--- config.mk ---
export PLATFORM = sky130hd
export DESIGN_NAME = tew_ctrl
export DESIGN_NICKNAME = d
export VERILOG_FILES = /design/src/rtl/core/tew_pkg.sv /design/src/rtl/core/tew_ctrl.sv
export SDC_FILE = /design/constraint.sdc
export NUM_CORES = 1
export LEC_CHECK = 0
export ABC_AREA = 0
export BUFFER_PORTS_ARGS = -buffer_cell sky130_fd_sc_hd__buf_4
export CORE_UTILIZATION = 50
export CTS_CLUSTER_SIZE = 14
export DETAILED_ROUTE_END_ITERATION = 7
export HOLD_SLACK_MARGIN = 0.06
export PLACE_DENSITY = 0.76
export SLEW_MARGIN = 20
export SYNTH_ARGS = -nofsm -noshare
export SYNTH_HDL_FRONTEND = slang
export SYNTH_SLANG_ARGS = --single-unit
--- constraint.sdc ---
create_clock -name clock -period 2.96 [get_ports clock]
set_clock_uncertainty 0.15 [all_clocks]
set_input_delay 0.444 -clock clock [delete_from_list [all_inputs] [get_ports clock]]
set_output_delay 0.444 -clock clock [all_outputs]
set_load 0.01 [all_outputs]
--- src/rtl/core/tew_pkg.sv ---
// shared types, constants and helpers of the triangle edge walker
package tew_pkg;

   localparam int FRAC_BITS  = 16;
   localparam int NUM_ATTR   = 5;
   localparam int ATTR_IDX_W = 3;
   localparam int CSR_IDX_W  = 3;
   // divider works on |x span| << FRAC_BITS over a 33 bit y span
   localparam int SPAN_W     = 33;
   localparam int DIV_W      = SPAN_W + FRAC_BITS;
   localparam int DIV_CNT_W  = $clog2(DIV_W);
   localparam int PROD_W     = 2 * SPAN_W;
   localparam int SAT_W      = PROD_W + 2;
   localparam int REQ_DATA_W = 9 * 32;
   localparam int RSP_DATA_W = 6 * 32 + 2 * 16;

   typedef enum logic [1:0] {
      MUL_YPRE_SLOPE,
      MUL_GX_XPRE,
      MUL_GY_YPRE,
      MUL_GX_SLOPE
   } mul_sel_type;

   typedef struct packed {
      logic                  load;
      logic                  div_step;
      logic                  slope_wr;
      logic                  mul_en;
      mul_sel_type           mul_sel;
      logic                  newx_wr;
      logic                  hold_wr;
      logic                  val_wr;
      logic                  step_wr;
      logic                  row_step;
      logic                  out_load;
      logic [ATTR_IDX_W-1:0] attr_idx;
   } dp_cmd_type;

   typedef struct packed {
      logic rsp_pending;
   } dp_status_type;

   // clamp a wide signed value to the signed 32 bit range
   function automatic logic [31:0] sat32(input logic signed [SAT_W-1:0] v);
      logic [31:0] r;
      if (&v[SAT_W-1:31] || ~|v[SAT_W-1:31]) begin
         r = v[31:0];
      end else if (v[SAT_W-1]) begin
         r = 32'h8000_0000;
      end else begin
         r = 32'h7fff_ffff;
      end
      return r;
   endfunction

endpackage

--- src/rtl/core/tew_ctrl.sv ---
// sequencer for edge setup and row stepping
module tew_ctrl (
   input  logic                   clock,
   input  logic                   reset,
   input  logic                   req_tvalid,
   output logic                   req_tready,
   input  logic                   req_kind,
   input  logic                   rsp_tready,
   input  tew_pkg::dp_status_type status,
   output tew_pkg::dp_cmd_type    cmd
);

   typedef enum logic [3:0] {
      ST_IDLE, ST_DIV, ST_SLOPE, ST_MULX, ST_NEWX,
      ST_MA1, ST_MA2, ST_MA3, ST_MA4, ST_DONE
   } state_type;

   state_type                       state_ff, state_in;
   logic [tew_pkg::DIV_CNT_W-1:0]   cnt_ff, cnt_in;
   logic [tew_pkg::ATTR_IDX_W-1:0]  idx_ff, idx_in;
   logic                            accept;
   logic                            out_free;

   assign req_tready = (state_ff == ST_IDLE);
   assign accept     = req_tvalid && req_tready;
   assign out_free   = !status.rsp_pending || rsp_tready;

   always_comb begin
      state_in = state_ff;
      cnt_in   = cnt_ff;
      idx_in   = idx_ff;
      cmd          = '0;
      cmd.mul_sel  = tew_pkg::MUL_YPRE_SLOPE;
      cmd.attr_idx = idx_ff;
      unique case (state_ff)
         ST_IDLE: begin
            if (accept) begin
               if (req_kind) begin
                  cmd.row_step = 1'b1;
                  state_in     = ST_DONE;
               end else begin
                  cmd.load = 1'b1;
                  cnt_in   = '0;
                  state_in = ST_DIV;
               end
            end
         end
         ST_DIV: begin
            cmd.div_step = 1'b1;
            cnt_in       = cnt_ff + 1'b1;
            if (cnt_ff == tew_pkg::DIV_CNT_W'(tew_pkg::DIV_W - 1)) begin
               state_in = ST_SLOPE;
            end
         end
         ST_SLOPE: begin
            cmd.slope_wr = 1'b1;
            state_in     = ST_MULX;
         end
         ST_MULX: begin
            cmd.mul_en  = 1'b1;
            cmd.mul_sel = tew_pkg::MUL_YPRE_SLOPE;
            state_in    = ST_NEWX;
         end
         ST_NEWX: begin
            cmd.newx_wr = 1'b1;
            idx_in      = '0;
            state_in    = ST_MA1;
         end
         ST_MA1: begin
            cmd.mul_en  = 1'b1;
            cmd.mul_sel = tew_pkg::MUL_GX_XPRE;
            state_in    = ST_MA2;
         end
         ST_MA2: begin
            cmd.mul_en  = 1'b1;
            cmd.mul_sel = tew_pkg::MUL_GY_YPRE;
            cmd.hold_wr = 1'b1;
            state_in    = ST_MA3;
         end
         ST_MA3: begin
            cmd.mul_en  = 1'b1;
            cmd.mul_sel = tew_pkg::MUL_GX_SLOPE;
            cmd.val_wr  = 1'b1;
            state_in    = ST_MA4;
         end
         ST_MA4: begin
            cmd.step_wr = 1'b1;
            if (idx_ff == tew_pkg::ATTR_IDX_W'(tew_pkg::NUM_ATTR - 1)) begin
               state_in = ST_DONE;
            end else begin
               idx_in   = idx_ff + 1'b1;
               state_in = ST_MA1;
            end
         end
         ST_DONE: begin
            if (out_free) begin
               cmd.out_load = 1'b1;
               state_in     = ST_IDLE;
            end
         end
         default: state_in = ST_IDLE;
      endcase
   end

   always_ff @(posedge clock) begin
      if (reset) begin
         state_ff <= ST_IDLE;
         cnt_ff   <= '0;
         idx_ff   <= '0;
      end else begin
         state_ff <= state_in;
         cnt_ff   <= cnt_in;
         idx_ff   <= idx_in;
      end
   end

endmodule

==> results.py <==
metrics = {
    "placement": {
        "placed_cells": 146,
        "hpwl_microns": 1270,
        "gp_congestion": 0.817,
        "numPortBuffers": 21,
    },
    "critical_path": {
        "worstSetupEndpointType": "primary output",
        "crit_family": "flip-flops",
        "path_max_fanout": 16,
        "path_cells": "nor4b_1 > buf_4",
        "critPathBufInv": 1,
        "cp.required_ns": 2.37,
        "cp_slowest_stage_delay_ns": 0.68,
        "crit_type": "flip-flop to primary output",
        "slowest_stage": "dfxtp_1",
        "crit_arrival_ns": 1.71,
        "r2r_setup_slack_ns": 1.01,
        "start_kind": "flip-flop",
    },
    "timing": {
        "fin_crit_sh": 0.779,
        "min_period_ns": 2.31,
        "setup_viol": 0,
        "rsz0062_at_grt": "no",
        "setup-tns-final_ns": 0,
        "hold_viol": 0,
        "maxSlewViolCount": 0,
        "tightest_slew_ns": 0.636,
        "timing.fmax_ghz": 0.433,
        "slew_headroom": 0.575,
    },
    "drt": {
        "drc": 2,
        "drt_iter0_drc": 15,
        "wl_per_cell_microns": 11.8,
        "viasPerCell": 5.37,
        "ant_nets": 0,
        "routed_wl_microns": 1760,
        "dr.pass1.iters": 6,
        "vias": 805,
    },
    "worst_hold_path": {
        "hold_path.class": "input port to flip-flop",
    },
    "global_routing": {
        "grt_antenna_before_repair": 0,
        "grt_max_degree": 21,
        "grt_pass1_wl_microns": 3020,
        "grt_overflow": 0,
        "grt_pass1_vias": 685,
        "grt_use_total": 0.208,
    },
    "floorplanning": {
        "rows": 14,
        "start_util": 0.560,
        "dieArea_sq_um": 1960,
        "core-area_sq_um": 1590,
        "die_h_microns": 44.3,
        "die-width_microns": 44.3,
        "ioPinCount": 22,
    },
    "final_layout": {
        "area_growth_pct": 19.3,
        "drive_gt1_frac": 0.254,
        "antenna_cells": 0,
        "nNetsFinal": 137,
        "fillers": 142,
        "regArea_sq_um": 260,
        "instances_no_fill": 150,
        "final_util": 0.669,
        "multi_input_area_sq_um": 569,
    },
    "clock_tree": {
        "cts_hold_buf": 0,
        "worstSkewPairLatency_ns": 0.28,
        "ctsResizeCount": 0,
        "numCtsBuffers": 3,
        "cts_num_sinks": 13,
        "cts_buffer_depth": 2,
        "cts_root_buffer": "clkbuf_4",
        "clk_pin_slew_ns": 0.09,
        "cts_tree": "done",
        "cts_max_level": 1,
        "post-cts-setup-buffers": 0,
    },
    "logic_synthesis": {
        "synth.avg_cell_area_sq_um": 8.27,
        "ys_types": 41,
        "synthArstFlopShare": 0,
        "synth-seq-cells": 13,
        "synth.top_cell.area_share": 0.291,
        "synth-seq-area-share": 0.291,
        "synthFlopType": "dfxtp_1",
        "syn_inst": 108,
        "synth_edf_count": 0,
        "yosysWarningCount": 0,
        "yosysTopAreaCell": "dfxtp_1",
        "synth_area_sq_um": 893,
        "synth_fp_nets": 118,
        "synth_area_leaders": "dfxtp_1 (29%), ha_1 (5.6%), a21oi_1 (3.9%)",
        "ys_top_cells_by_count": "dfxtp_1 (13), nand2_1 (9), nor2_1 (8), a21oi_1 (7)",
        "yosysMostFrequentCell": "dfxtp_1",
    },
    "pwr": {
        "leakagePower_nw": 0.448,
        "ir_drop_mv": 0.508,
        "power.total_w": 0.000803,
        "power_density_nw_per_um2": 753,
    },
    "outcome": {
        "failed_checks": "design-rule violations",
        "status": "finished with violations",
    },
    "job": {
        "drv_cap": 0,
    },
}
registers in the layout, summed over array words and instances, names as in the netlist:
| name | cells |
|---|---|
| idx_ff | 3 |
| cnt_ff | 6 |
| state_ff | 4 |
power by group:
| group | leakage [nW] | switching [W] | internal (W) |
|---|---|---|---|
| logic | 0.327 | 0.000180 | 0.000198 |
| clock network | 0.0150 | 0.0000616 | 0.0000524 |
| registers | 0.106 | 0.000104 | 0.000206 |
per-layer routing:
layer	vias up	GRT usage	wire length, microns
met2	18	0.324	813
met4	0	0.0727	18
met3	4	0.0612	76
met1	363	0.275	856
li1	420	-	-
met5	-	0	0
path summary, 6_finish.rpt:
kind / start / endpoint / depth (start not counted)
min: reset / state_ff[3]$_SDFFE_PP0P_ / 2
max reg2reg: state_ff[0]$_SDFFE_PP0P_ / state_ff[3]$_SDFFE_PP0P_ / 4
min reg2reg: cnt_ff[0]$_SDFFE_PP0P_ / cnt_ff[0]$_SDFFE_PP0P_ / 2
max: state_ff[2]$_SDFFE_PP0P_ / cmd[8] / 2
layout make-up:
cell class / count / area share
Tap cell: 24 / 0.0282
Clock buffer: 4 / 0.0246
Multi-Input combinational cell: 82 / 0.534
Inverter: 6 / 0.0211
Sequential cell: 13 / 0.244
Timing Repair Buffer: 21 / 0.148
cells by family after synthesis:
group | Yosys count | synth area share
AND/OR/NAND/NOR | 49 | 0.356
adder cells (fa/ha/maj) | 4 | 0.0560
AO/OA/AOI/OAI | 23 | 0.164
flip-flops | 13 | 0.291
XOR/XNOR | 4 | 0.0392
multiplexers | 2 | 0.0224
buffers and inverters | 13 | 0.0714
stage by stage:
stage / hold slack (ns) / area [sq um] / worst slack [ns]
after global placement: 0.325 / 1040 / 1.00
final: 0.267 / 1070 / 0.653
after detailed placement: 0.336 / 1040 / 0.965
after global routing: 0.258 / 1070 / 0.487
after CTS: 0.260 / 1070 / 0.639
after floorplan: 0.306 / 893 / 1.19
cell usage in the layout, fill, tap and decap left out, types with 2 or more instances in the layout:
master	synthesis	layout
nor2_1	8	8
a31oi_1	2	2
xnor2_1	2	2
nor3_1	3	3
and3_1	2	2
inv_1	6	6
nor2b_1	3	3
o211ai_1	2	2
a21oi_1	7	7
mux2i_1	2	2
buf_4	1	21
ha_1	4	4
clkbuf_4	0	3
or3_1	3	3
nand3_1	2	2
nor4b_2	2	2
and2_1	2	2
nand2b_1	2	2
o21ai_0	6	6
a21o_1	2	2
dfxtp_1	13	13
nand2_1	9	9
nor4b_1	3	3
xor2_1	2	2
No activity file was read; power rests on OpenSTA's default activity.
